[src/hdl/mme_pkg.sv]
// ----------------------------------------------------------------------------
// mme_pkg
// Shared constants, codes, types and helpers of the matrix multiply engine.
// ----------------------------------------------------------------------------
`default_nettype none

package mme_pkg;

  // matrix geometry
  localparam int MAX_DIM = 8;
  localparam int IDX_W   = $clog2(MAX_DIM);
  localparam int DIM_W   = $clog2(MAX_DIM + 1);
  localparam int ADDR_W  = 2 * IDX_W;
  localparam int DEPTH   = MAX_DIM * MAX_DIM;

  // datapath widths
  localparam int ELEM_W  = 16;
  localparam int MUL_W   = 2 * ELEM_W;
  localparam int PROD_W  = 35;
  localparam int ACT_W   = 2;

  // configuration port
  localparam int CFG_IDX_W  = 3;
  localparam int CFG_DATA_W = DIM_W;

  localparam logic [CFG_IDX_W-1:0] REG_A_ROWS = 3'd0;
  localparam logic [CFG_IDX_W-1:0] REG_A_COLS = 3'd1;
  localparam logic [CFG_IDX_W-1:0] REG_B_ROWS = 3'd2;
  localparam logic [CFG_IDX_W-1:0] REG_B_COLS = 3'd3;

  localparam logic [DIM_W-1:0] DIM_RESET = DIM_W'(MAX_DIM);

  // item action codes
  typedef enum logic [ACT_W-1:0] {
    ACT_LOAD_A = 2'd0,
    ACT_LOAD_B = 2'd1,
    ACT_START  = 2'd2
  } action_t;

  // tag that travels with one dot product term
  typedef struct packed {
    logic             first;
    logic             fin;
    logic [IDX_W-1:0] row;
    logic [IDX_W-1:0] col;
    logic             last;
  } term_tag_t;

  // controller to datapath commands
  typedef struct packed {
    logic              wr_a;
    logic              wr_b;
    logic [ADDR_W-1:0] wr_addr;
    logic [ELEM_W-1:0] wr_data;
    logic              rd_en;
    logic [ADDR_W-1:0] a_addr;
    logic [ADDR_W-1:0] b_addr;
    term_tag_t         tag;
    logic              emit_err;
  } dp_cmd_t;

  // datapath to controller status
  typedef struct packed {
    logic busy;
  } dp_stat_t;

  // dimension register value as used: zero means one, above max means max
  function automatic logic [DIM_W-1:0] clamp_dim(input logic [DIM_W-1:0] v);
    logic [DIM_W-1:0] r;
    r = v;
    if (v == '0) begin
      r = DIM_W'(1);
    end else if (v > DIM_W'(MAX_DIM)) begin
      r = DIM_W'(MAX_DIM);
    end
    return r;
  endfunction

  // clamped dimension minus one, as a loop bound
  function automatic logic [IDX_W-1:0] dim_last(input logic [DIM_W-1:0] v);
    logic [DIM_W-1:0] d;
    d = clamp_dim(v) - DIM_W'(1);
    return d[IDX_W-1:0];
  endfunction

endpackage

`default_nettype wire

[src/hdl/mme_in_if.sv]
// ----------------------------------------------------------------------------
// mme_in_if
// Input item channel: load and start items with valid/ready handshake.
// ----------------------------------------------------------------------------
`default_nettype none

interface mme_in_if;
  import mme_pkg::*;

  logic                valid;
  logic                ready;
  logic [ACT_W-1:0]    action;
  logic [IDX_W-1:0]    row_index;
  logic [IDX_W-1:0]    col_index;
  logic signed [ELEM_W-1:0] elem_value;

  modport source (output valid, action, row_index, col_index, elem_value, input ready);
  modport sink   (input valid, action, row_index, col_index, elem_value, output ready);
endinterface

`default_nettype wire

[src/hdl/mme_out_if.sv]
// ----------------------------------------------------------------------------
// mme_out_if
// Result item channel: product elements or a size error, valid/ready handshake.
// ----------------------------------------------------------------------------
`default_nettype none

interface mme_out_if;
  import mme_pkg::*;

  logic                     valid;
  logic                     ready;
  logic signed [PROD_W-1:0] product_value;
  logic [IDX_W-1:0]         out_row;
  logic [IDX_W-1:0]         out_col;
  logic                     size_error;
  logic                     last;

  modport source (output valid, product_value, out_row, out_col, size_error, last,
                  input ready);
  modport sink   (input valid, product_value, out_row, out_col, size_error, last,
                  output ready);
endinterface

`default_nettype wire

[src/hdl/mme_datapath.sv]
// ----------------------------------------------------------------------------
// mme_datapath
// Element stores, read / multiply / accumulate pipeline and result register.
// ----------------------------------------------------------------------------
`default_nettype none

module mme_datapath (
  input  wire logic            clk,
  input  wire logic            rst_n,
  input  wire mme_pkg::dp_cmd_t cmd,
  output mme_pkg::dp_stat_t    stat,
  mme_out_if.source            out_ch
);
  import mme_pkg::*;

  // element stores
  logic [ELEM_W-1:0] store_a [DEPTH];
  logic [ELEM_W-1:0] store_b [DEPTH];

  // read stage
  logic                     rd_v_r;
  term_tag_t                rd_tag_r;
  logic signed [ELEM_W-1:0] a_q_r;
  logic signed [ELEM_W-1:0] b_q_r;

  // multiply stage
  logic                     mul_v_r;
  term_tag_t                mul_tag_r;
  logic signed [MUL_W-1:0]  prod_r;

  // accumulator and result register
  logic signed [PROD_W-1:0] acc_r;
  logic signed [PROD_W-1:0] acc_nxt;
  logic signed [PROD_W-1:0] prod_ext;
  logic                     out_valid_r;
  logic                     out_valid_nxt;
  logic signed [PROD_W-1:0] out_value_r;
  logic [IDX_W-1:0]         out_row_r;
  logic [IDX_W-1:0]         out_col_r;
  logic                     out_err_r;
  logic                     out_last_r;
  logic                     fin_hit;

  // store writes
  always_ff @(posedge clk) begin
    if (cmd.wr_a) begin
      store_a[cmd.wr_addr] <= cmd.wr_data;
    end
    if (cmd.wr_b) begin
      store_b[cmd.wr_addr] <= cmd.wr_data;
    end
  end

  // registered store reads
  always_ff @(posedge clk) begin
    if (cmd.rd_en) begin
      a_q_r <= store_a[cmd.a_addr];
      b_q_r <= store_b[cmd.b_addr];
    end
    rd_tag_r  <= cmd.tag;
    mul_tag_r <= rd_tag_r;
    prod_r    <= a_q_r * b_q_r;
  end

  // stage valids
  always_ff @(posedge clk) begin
    if (!rst_n) begin
      rd_v_r  <= 1'b0;
      mul_v_r <= 1'b0;
    end else begin
      rd_v_r  <= cmd.rd_en;
      mul_v_r <= rd_v_r;
    end
  end

  // accumulate, restarting on the first term of each element
  assign prod_ext = {{(PROD_W - MUL_W){prod_r[MUL_W-1]}}, prod_r};
  assign acc_nxt  = (mul_tag_r.first ? '0 : acc_r) + prod_ext;
  assign fin_hit  = mul_v_r && mul_tag_r.fin;

  always_ff @(posedge clk) begin
    if (mul_v_r) begin
      acc_r <= acc_nxt;
    end
  end

  // result register valid
  always_comb begin
    out_valid_nxt = out_valid_r;
    if (out_valid_r && out_ch.ready) begin
      out_valid_nxt = 1'b0;
    end
    if (cmd.emit_err || fin_hit) begin
      out_valid_nxt = 1'b1;
    end
  end

  always_ff @(posedge clk) begin
    if (!rst_n) begin
      out_valid_r <= 1'b0;
    end else begin
      out_valid_r <= out_valid_nxt;
    end
  end

  // result payload
  always_ff @(posedge clk) begin
    if (cmd.emit_err) begin
      out_value_r <= '0;
      out_row_r   <= '0;
      out_col_r   <= '0;
      out_err_r   <= 1'b1;
      out_last_r  <= 1'b1;
    end else if (fin_hit) begin
      out_value_r <= acc_nxt;
      out_row_r   <= mul_tag_r.row;
      out_col_r   <= mul_tag_r.col;
      out_err_r   <= 1'b0;
      out_last_r  <= mul_tag_r.last;
    end
  end

  assign out_ch.valid         = out_valid_r;
  assign out_ch.product_value = out_value_r;
  assign out_ch.out_row       = out_row_r;
  assign out_ch.out_col       = out_col_r;
  assign out_ch.size_error    = out_err_r;
  assign out_ch.last          = out_last_r;

  // anything still in flight or waiting to be taken
  assign stat.busy = rd_v_r || mul_v_r || out_valid_r;

endmodule

`default_nettype wire

[src/hdl/mme_ctrl.sv]
// ----------------------------------------------------------------------------
// mme_ctrl
// Item decode, dimension registers and the row / column / inner loop sequencer.
// ----------------------------------------------------------------------------
`default_nettype none

module mme_ctrl (
  input  wire logic                         clk,
  input  wire logic                         rst_n,
  mme_in_if.sink                            in_ch,
  input  wire logic                         cfg_wr_en,
  input  wire logic [mme_pkg::CFG_IDX_W-1:0]  cfg_index,
  input  wire logic [mme_pkg::CFG_DATA_W-1:0] cfg_wdata,
  output mme_pkg::dp_cmd_t                  cmd,
  input  wire mme_pkg::dp_stat_t            stat
);
  import mme_pkg::*;

  typedef enum logic [2:0] {
    ST_IDLE  = 3'b001,
    ST_ISSUE = 3'b010,
    ST_WAIT  = 3'b100
  } state_t;

  state_t state_r, state_nxt;

  logic [DIM_W-1:0] a_rows_r, a_cols_r, b_rows_r, b_cols_r;
  logic [IDX_W-1:0] i_r, i_nxt;
  logic [IDX_W-1:0] k_r, k_nxt;
  logic [IDX_W-1:0] j_r, j_nxt;
  logic             done_r, done_nxt;

  logic [IDX_W-1:0] ar_m1, inner_m1, bc_m1;
  logic             size_ok;
  logic             accept;
  logic             term_fin;
  logic             elem_last;

  // dimension registers
  always_ff @(posedge clk) begin
    if (!rst_n) begin
      a_rows_r <= DIM_RESET;
      a_cols_r <= DIM_RESET;
      b_rows_r <= DIM_RESET;
      b_cols_r <= DIM_RESET;
    end else if (cfg_wr_en) begin
      unique case (cfg_index)
        REG_A_ROWS: a_rows_r <= cfg_wdata;
        REG_A_COLS: a_cols_r <= cfg_wdata;
        REG_B_ROWS: b_rows_r <= cfg_wdata;
        REG_B_COLS: b_cols_r <= cfg_wdata;
        default: ;
      endcase
    end
  end

  // loop bounds from the clamped dimensions
  assign ar_m1    = dim_last(a_rows_r);
  assign inner_m1 = dim_last(a_cols_r);
  assign bc_m1    = dim_last(b_cols_r);
  assign size_ok  = clamp_dim(a_cols_r) == clamp_dim(b_rows_r);

  assign in_ch.ready = (state_r == ST_IDLE);
  assign accept      = in_ch.valid && in_ch.ready;
  assign term_fin    = (j_r == inner_m1);
  assign elem_last   = (i_r == ar_m1) && (k_r == bc_m1);

  // commands to the datapath
  always_comb begin
    cmd           = '0;
    cmd.wr_addr   = {in_ch.row_index, in_ch.col_index};
    cmd.wr_data   = in_ch.elem_value;
    cmd.a_addr    = {i_r, j_r};
    cmd.b_addr    = {j_r, k_r};
    cmd.tag.first = (j_r == '0);
    cmd.tag.fin   = term_fin;
    cmd.tag.row   = i_r;
    cmd.tag.col   = k_r;
    cmd.tag.last  = elem_last;
    cmd.rd_en     = (state_r == ST_ISSUE);
    if (accept) begin
      unique case (in_ch.action)
        ACT_LOAD_A: cmd.wr_a     = 1'b1;
        ACT_LOAD_B: cmd.wr_b     = 1'b1;
        ACT_START:  cmd.emit_err = !size_ok;
        default: ;
      endcase
    end
  end

  // sequencer
  always_comb begin
    state_nxt = state_r;
    i_nxt     = i_r;
    k_nxt     = k_r;
    j_nxt     = j_r;
    done_nxt  = done_r;
    unique case (state_r)
      ST_IDLE: begin
        if (accept && (in_ch.action == ACT_START)) begin
          i_nxt = '0;
          k_nxt = '0;
          j_nxt = '0;
          if (size_ok) begin
            done_nxt  = 1'b0;
            state_nxt = ST_ISSUE;
          end else begin
            done_nxt  = 1'b1;
            state_nxt = ST_WAIT;
          end
        end
      end
      ST_ISSUE: begin
        if (term_fin) begin
          j_nxt     = '0;
          done_nxt  = elem_last;
          state_nxt = ST_WAIT;
          if (k_r == bc_m1) begin
            k_nxt = '0;
            i_nxt = i_r + IDX_W'(1);
          end else begin
            k_nxt = k_r + IDX_W'(1);
          end
        end else begin
          j_nxt = j_r + IDX_W'(1);
        end
      end
      ST_WAIT: begin
        if (!stat.busy) begin
          state_nxt = done_r ? ST_IDLE : ST_ISSUE;
        end
      end
      default: state_nxt = ST_IDLE;
    endcase
  end

  always_ff @(posedge clk) begin
    if (!rst_n) begin
      state_r <= ST_IDLE;
      i_r     <= '0;
      k_r     <= '0;
      j_r     <= '0;
      done_r  <= 1'b1;
    end else begin
      state_r <= state_nxt;
      i_r     <= i_nxt;
      k_r     <= k_nxt;
      j_r     <= j_nxt;
      done_r  <= done_nxt;
    end
  end

endmodule

`default_nettype wire

[src/hdl/matrix_multiply_engine_unit.sv]
// ----------------------------------------------------------------------------
// matrix_multiply_engine_unit
// General matrix multiply C = A * B on signed Q8.8 elements, Q19.16 results.
// ----------------------------------------------------------------------------
// Load items (action 0 for A, 1 for B) write one element each; they give no
// result. A start item (action 2) checks that the used column count of A
// equals the used row count of B; if not, one result with size_error and
// last set comes out. Otherwise every element of C is sent in row-major
// order, last set on the final one. Each element is formed one inner-dimension
// term per cycle through the single read port of each store and one
// multiplier; the sequencer then waits until the read / multiply / accumulate
// pipeline has drained and the result handshake is done. No item is accepted
// while a start runs. Dimension registers read 0 as 1 and values above 8 as
// 8; write them only while the block is idle. Reading an element that was
// never loaded gives an undefined value.
// ----------------------------------------------------------------------------
`default_nettype none

module matrix_multiply_engine_unit (
  input  wire logic                           clk,
  input  wire logic                           rst_n,
  mme_in_if.sink                              in_ch,
  mme_out_if.source                           out_ch,
  input  wire logic                           cfg_wr_en,
  input  wire logic [mme_pkg::CFG_IDX_W-1:0]  cfg_index,
  input  wire logic [mme_pkg::CFG_DATA_W-1:0] cfg_wdata
);
  import mme_pkg::*;

  dp_cmd_t  cmd;
  dp_stat_t stat;

  // sequencer and item decode
  mme_ctrl u_ctrl (
    .clk       (clk),
    .rst_n     (rst_n),
    .in_ch     (in_ch),
    .cfg_wr_en (cfg_wr_en),
    .cfg_index (cfg_index),
    .cfg_wdata (cfg_wdata),
    .cmd       (cmd),
    .stat      (stat)
  );

  // stores and multiply-accumulate
  mme_datapath u_dp (
    .clk    (clk),
    .rst_n  (rst_n),
    .cmd    (cmd),
    .stat   (stat),
    .out_ch (out_ch)
  );

endmodule

`default_nettype wire

[src/flat_wrapper.sv]
// flat-port wrapper written by rule: the top's interface ports become plain ports
module matrix_multiply_engine_unit_flat import mme_pkg::*;
  (clk, rst_n, cfg_wr_en, cfg_index, cfg_wdata, in_ch_valid, in_ch_action, in_ch_row_index, in_ch_col_index, in_ch_elem_value, in_ch_ready, out_ch_valid, out_ch_product_value, out_ch_out_row, out_ch_out_col, out_ch_size_error, out_ch_last, out_ch_ready);
  mme_in_if in_ch_i ();
  mme_out_if out_ch_i ();
  input  wire logic clk;
  input  wire logic rst_n;
  input  wire logic cfg_wr_en;
  input  wire logic [mme_pkg::CFG_IDX_W-1:0] cfg_index;
  input  wire logic [mme_pkg::CFG_DATA_W-1:0] cfg_wdata;
  input wire logic [$bits(in_ch_i.valid)-1:0] in_ch_valid;
  input wire logic [$bits(in_ch_i.action)-1:0] in_ch_action;
  input wire logic [$bits(in_ch_i.row_index)-1:0] in_ch_row_index;
  input wire logic [$bits(in_ch_i.col_index)-1:0] in_ch_col_index;
  input wire logic [$bits(in_ch_i.elem_value)-1:0] in_ch_elem_value;
  output wire logic [$bits(in_ch_i.ready)-1:0] in_ch_ready;
  output wire logic [$bits(out_ch_i.valid)-1:0] out_ch_valid;
  output wire logic [$bits(out_ch_i.product_value)-1:0] out_ch_product_value;
  output wire logic [$bits(out_ch_i.out_row)-1:0] out_ch_out_row;
  output wire logic [$bits(out_ch_i.out_col)-1:0] out_ch_out_col;
  output wire logic [$bits(out_ch_i.size_error)-1:0] out_ch_size_error;
  output wire logic [$bits(out_ch_i.last)-1:0] out_ch_last;
  input wire logic [$bits(out_ch_i.ready)-1:0] out_ch_ready;
  assign in_ch_i.valid = in_ch_valid;
  assign in_ch_i.action = in_ch_action;
  assign in_ch_i.row_index = in_ch_row_index;
  assign in_ch_i.col_index = in_ch_col_index;
  assign in_ch_i.elem_value = in_ch_elem_value;
  assign in_ch_ready = in_ch_i.ready;
  assign out_ch_valid = out_ch_i.valid;
  assign out_ch_product_value = out_ch_i.product_value;
  assign out_ch_out_row = out_ch_i.out_row;
  assign out_ch_out_col = out_ch_i.out_col;
  assign out_ch_size_error = out_ch_i.size_error;
  assign out_ch_last = out_ch_i.last;
  assign out_ch_i.ready = out_ch_ready;
  matrix_multiply_engine_unit u_core (.clk(clk), .rst_n(rst_n), .in_ch(in_ch_i), .out_ch(out_ch_i), .cfg_wr_en(cfg_wr_en), .cfg_index(cfg_index), .cfg_wdata(cfg_wdata));
endmodule
[config.mk]
export PLATFORM = sky130hd
export DESIGN_NAME = matrix_multiply_engine_unit_flat
export DESIGN_NICKNAME = d
export VERILOG_FILES = /design/src/hdl/mme_pkg.sv /design/src/hdl/mme_in_if.sv /design/src/hdl/mme_out_if.sv /design/src/hdl/mme_datapath.sv /design/src/hdl/mme_ctrl.sv /design/src/hdl/matrix_multiply_engine_unit.sv /design/src/flat_wrapper.sv
export SDC_FILE = /design/constraint.sdc
export NUM_CORES = 2
export LEC_CHECK = 0
export BUFFER_PORTS_ARGS = -buffer_cell sky130_fd_sc_hd__buf_2
export CAP_MARGIN = 40
export CORE_ASPECT_RATIO = 1.2
export CORE_MARGIN = 5
export CORE_UTILIZATION = 55
export CTS_CLUSTER_DIAMETER = 120
export DETAILED_ROUTE_END_ITERATION = 16
export PLACE_DENSITY = 0.73
export SLEW_MARGIN = 10
export SYNTH_ARGS = -nofsm -noshare
export SYNTH_HDL_FRONTEND = slang
export SYNTH_SLANG_ARGS = --single-unit
[constraint.sdc]
create_clock -name clk -period 8.4 [get_ports clk]
set_input_delay 0.42 -clock clk [delete_from_list [all_inputs] [get_ports clk]]
set_output_delay 0.42 -clock clk [all_outputs]
set_load 0.005 [all_outputs]
==> metrics.md <==
| Metric | Value |
|---|---|
| CTS Buffer Depth | 3 |
| Post-Syn Instances | approximately 5,000 |
| Hold Crit Class | input port to register |
| DRC | 0 |
| Yosys reg bits | 2,240 |
| Clock Latency Late Sink | between 0.8 and 0.9 ns |
| Fraction of synthesized cell area taken by the top area cell type | 0.6596 |
| Kind of critical path | register to register |
| Setup violations, final | 0 |
| Reg2reg start | u_core.u_dp.a_q_r[7] |
| Worst Hold Path EP | u_core.u_ctrl.a_cols_r[3] |
| Max Fclk | 0.1490 GHz |
| Util after Layout | 0.6180 |
| Slew HR | 0.3861 |
| Unrepaired setup endpoints after global routing | no |
| Ys flop type | edfxtp_1 |
| Final min period | 6.713 ns |
| Worst setup SP type | register |
| Cell Count, Final, Fillers Out | 7,723 |
| IO buf count | 80 |
| Yosys top cell by area | edfxtp_1 |
| Worst slack, placed | 1.613 ns |
| Synthesized Nets | 5,372 |
| Largest net degree at the start of global routing | 125 |
| Syn Area/Cell | between 15 and 20 um2 |
| CTS Hold Buffers Added | 25 |
| Final worst-path cycle share | 0.7991 |
| Fin Clk Skew | 0.04649 ns |
| Status | finished, final reports clean |
| CTS clock-pin slew for the worst setup and hold paths | roughly 0.07 ns |
| Clock root buffer | clkbuf_16 |
| Final wirelength | 222,900 um |
| Leakage | 35.58 nW |
| CTS tree | done |
| Total Nets Final | approximately 5,700 |
| Gr usage total | 0.2478 |
| Worst EP arrival | between 7 and 8 ns |
| R2R Setup Slk | 1.69 ns |
| Drt via density | 6.207 |
| Top-Level Pins | 81 |
| Worst hold start | cfg_index[0] |
| Area of the core | 174,500 um2 |
| Post-synth top cells | edfxtp_1 (2,115), mux4_2 (672), inv_1 (327), fa_1 (263), nand2_1 (249) |
| Maxcap violations | 0 |
| Most numerous cell in the Yosys netlist | edfxtp_1 |
| EDFF count, synth | 2,115 |
| Yosys warning total | 0 |
| Postcts setup bufs | 0 |
| Post-CTS resize count | 0 |
| Die Y | 468.4 um |
| Cell count after placement | 7,295 |
| Final worst setup slack | 1.687 ns |
| Area grow syn2layout | 11.96% |
| RR Endpoint | u_core.u_dp.prod_r[31] |
| CTS buffer count | approximately 210 |
| DRT Pass-1 Iters | 5 |
| R2R cell count | 20 |
| Setup_tns | 0 ns |
| Final ANT Viol Nets | 0 |
| Register area share after synthesis | 0.6855 |
| Share of cells above drive strength 1 | 0.2431 |
| Initial antenna violation count | 15 |
| Top cells by area, synth | edfxtp_1 (66%), mux4_2 (16%), fa_1 (5.5%), dfxtp_1 (2.6%), ha_1 (1.6%) |
| Die X | 392.0 um |
| Initial DRC count | ~5,200 |
| Multi-input gate area | 28,130 um2 |
| Maximum VDD drop | 0.6557 mV |
| First-pass GRT wire length | 332,100 um |
| DR WL/cell | 28.86 um |
| Asr flop ratio synth | 0 |
| Rows | 168 |
| Placer's final routability congestion estimate | 0.8481 |
| WP data required | 9.16 ns |
| Overflow after GRT | 0 |
| Post-synthesis cell area | between 90,000 and 100,000 um2 |
| Clock Sinks | 2,240 |
| Sequential cell area | 66,040 um2 |
| Crit end category | register |
| Synth unique cells | 77 |
| Worst slew pin tran | 0.9208 ns |
| Initial Util | 0.5519 |
| Post-DP HPWL | between 100,000 and 150,000 um |
| Hold path depth | 3 |
| Fillers | 11,791 |
| Number of global-route vias before repair | 49,581 |
| Cell Pwr Density | 298.6 nW/um2 |
| H-tree depth | 4 |
| Final hold violation count | 0 |
| Die area | 183,600 um2 |
| Via count | roughly 48,000 |
| Max Slew Vio Count | 0 |
| Worst-path maximum fanout | 16 |
==> layout by cell type (no fill, tap or decap), types with 35 or more instances in the layout <==
cell | Yosys | layout
nor2_1 | 204 | 178
clkinv_1 | 0 | 46
clkinv_2 | 0 | 41
ha_1 | 123 | 123
nand3_1 | 38 | 38
nand2_1 | 249 | 248
nor2b_1 | 61 | 61
and2_1 | 127 | 126
edfxtp_1 | 2115 | 2115
buf_4 | 16 | 172
o21ai_0 | 35 | 35
buf_2 | 38 | 65
inv_1 | 327 | 326
clkbuf_1 | 135 | 39
fa_1 | 263 | 263
a21oi_1 | 72 | 72
xnor2_1 | 48 | 48
mux4_2 | 672 | 672
clkbuf_16 | 0 | 207
dfxtp_1 | 125 | 117
==> state kept, by name (all words and copies together), names as in the netlist, 3 cells and up <==
signal	cells
u_core.u_dp.store_a	1024
u_core.u_dp.rd_tag_r	9
u_core.u_dp.out_ch.product_value	35
u_core.u_ctrl.b_cols_r	4
u_core.u_dp.prod_r	32
u_core.u_dp.b_q_r	16
u_core.u_ctrl.k_r	3
u_core.u_ctrl.i_r	3
u_core.u_ctrl.a_cols_r	4
u_core.u_dp.acc_r	35
u_core.u_dp.store_b	1024
u_core.u_dp.out_ch.out_col	3
u_core.u_dp.mul_tag_r	9
u_core.u_ctrl.j_r	3
u_core.u_ctrl.state_r	3
u_core.u_ctrl.a_rows_r	4
u_core.u_dp.a_q_r	16
u_core.u_dp.out_ch.out_row	3
u_core.u_ctrl.b_rows_r	4
==> worst max-delay path by stage <==
stage	startpoint	end	slack [ns]	cells after the start
6_report	u_core.u_dp.a_q_r[7]	u_core.u_dp.prod_r[31]	1.69	20
2_1_floorplan	u_core.u_dp.a_q_r[15]	u_core.u_dp.prod_r[30]	2.35	20
4_1_cts	u_core.u_dp.a_q_r[7]	u_core.u_dp.prod_r[31]	1.61	20
3_3_place_gp	u_core.u_dp.a_q_r[7]	u_core.u_dp.prod_r[31]	1.71	20
5_1_grt	u_core.u_dp.a_q_r[9]	u_core.u_dp.prod_r[31]	1.30	19
3_5_place_dp	u_core.u_dp.a_q_r[7]	u_core.u_dp.prod_r[31]	1.61	20
==> worst max-delay path, cell delays in order (launching register included) <==
cell and delay (ns):
edfxtp_1 0.65, and2_1 0.30, fa_1 0.53, inv_1 0.05, fa_1 0.46, fa_1 0.51, fa_1 0.55, inv_1 0.05
fa_1 0.47, inv_1 0.05, fa_1 0.48, inv_1 0.04, ha_1 0.34, a21oi_1 0.26, o21bai_1 0.13, a2111oi_1 0.59
a21oi_1 0.20, nor2_1 0.29, o311ai_1 0.20, a2111o_1 0.40, o211ai_1 0.10
==> per-layer routing <==
layer / vias to the layer above / wire (um) / GRT usage
met4: 8 / 8010 / 0.08302
li1: 19913 / - / -
met2: 2256 / 111000 / 0.4082
met1: 25384 / 85020 / 0.3377
met5: - / 56 / 0
met3: 372 / 18740 / 0.04986
==> metrics by stage <==
step           total power, mW  hold slack, ns  cell area [um2]
6_report                 32.19         0.07123           107800
5_1_grt                  34.21         0.04772           107800
4_1_cts                  32.34        0.005703           107600
3_5_place_dp             23.07          0.3121           100600
3_3_place_gp             22.86          0.3126           100000
2_1_floorplan            20.48          0.3096            96290
==> kinds of logic (layout without fill, tap and decap cells) <==
group	after synthesis	count (layout)	synth area share
DFF	2240	2240	0.6855
and+or+nand+nor	762	762	0.03759
muxes	690	690	0.1590
buffers and inverters	553	1021	0.02306
adders and majority gates	386	386	0.07066
AOI/OAI and AO/OA	241	241	0.01701
xor gates and xnor gates	78	78	0.007094
other	0	10	0
==> power by group <==
| group | internal (mW) | switching (mW) |
|---|---|---|
| combinational | 4.34 | 5.78 |
| clock | 5.14 | 4.15 |
| sequential | 12.6 | 0.170 |
==> area by class of cell <==
class                   count  area share
clock buffers             247     0.04953
diodes                     10   0.0002321
inverters                 328     0.01144
flip-flops and latches   2240      0.6125
well taps                2295     0.02663
clock inverters           139     0.01297
multi-input cells        2157      0.2609
repair buffers            307     0.02569
Power figures use the tool's default switching activity.
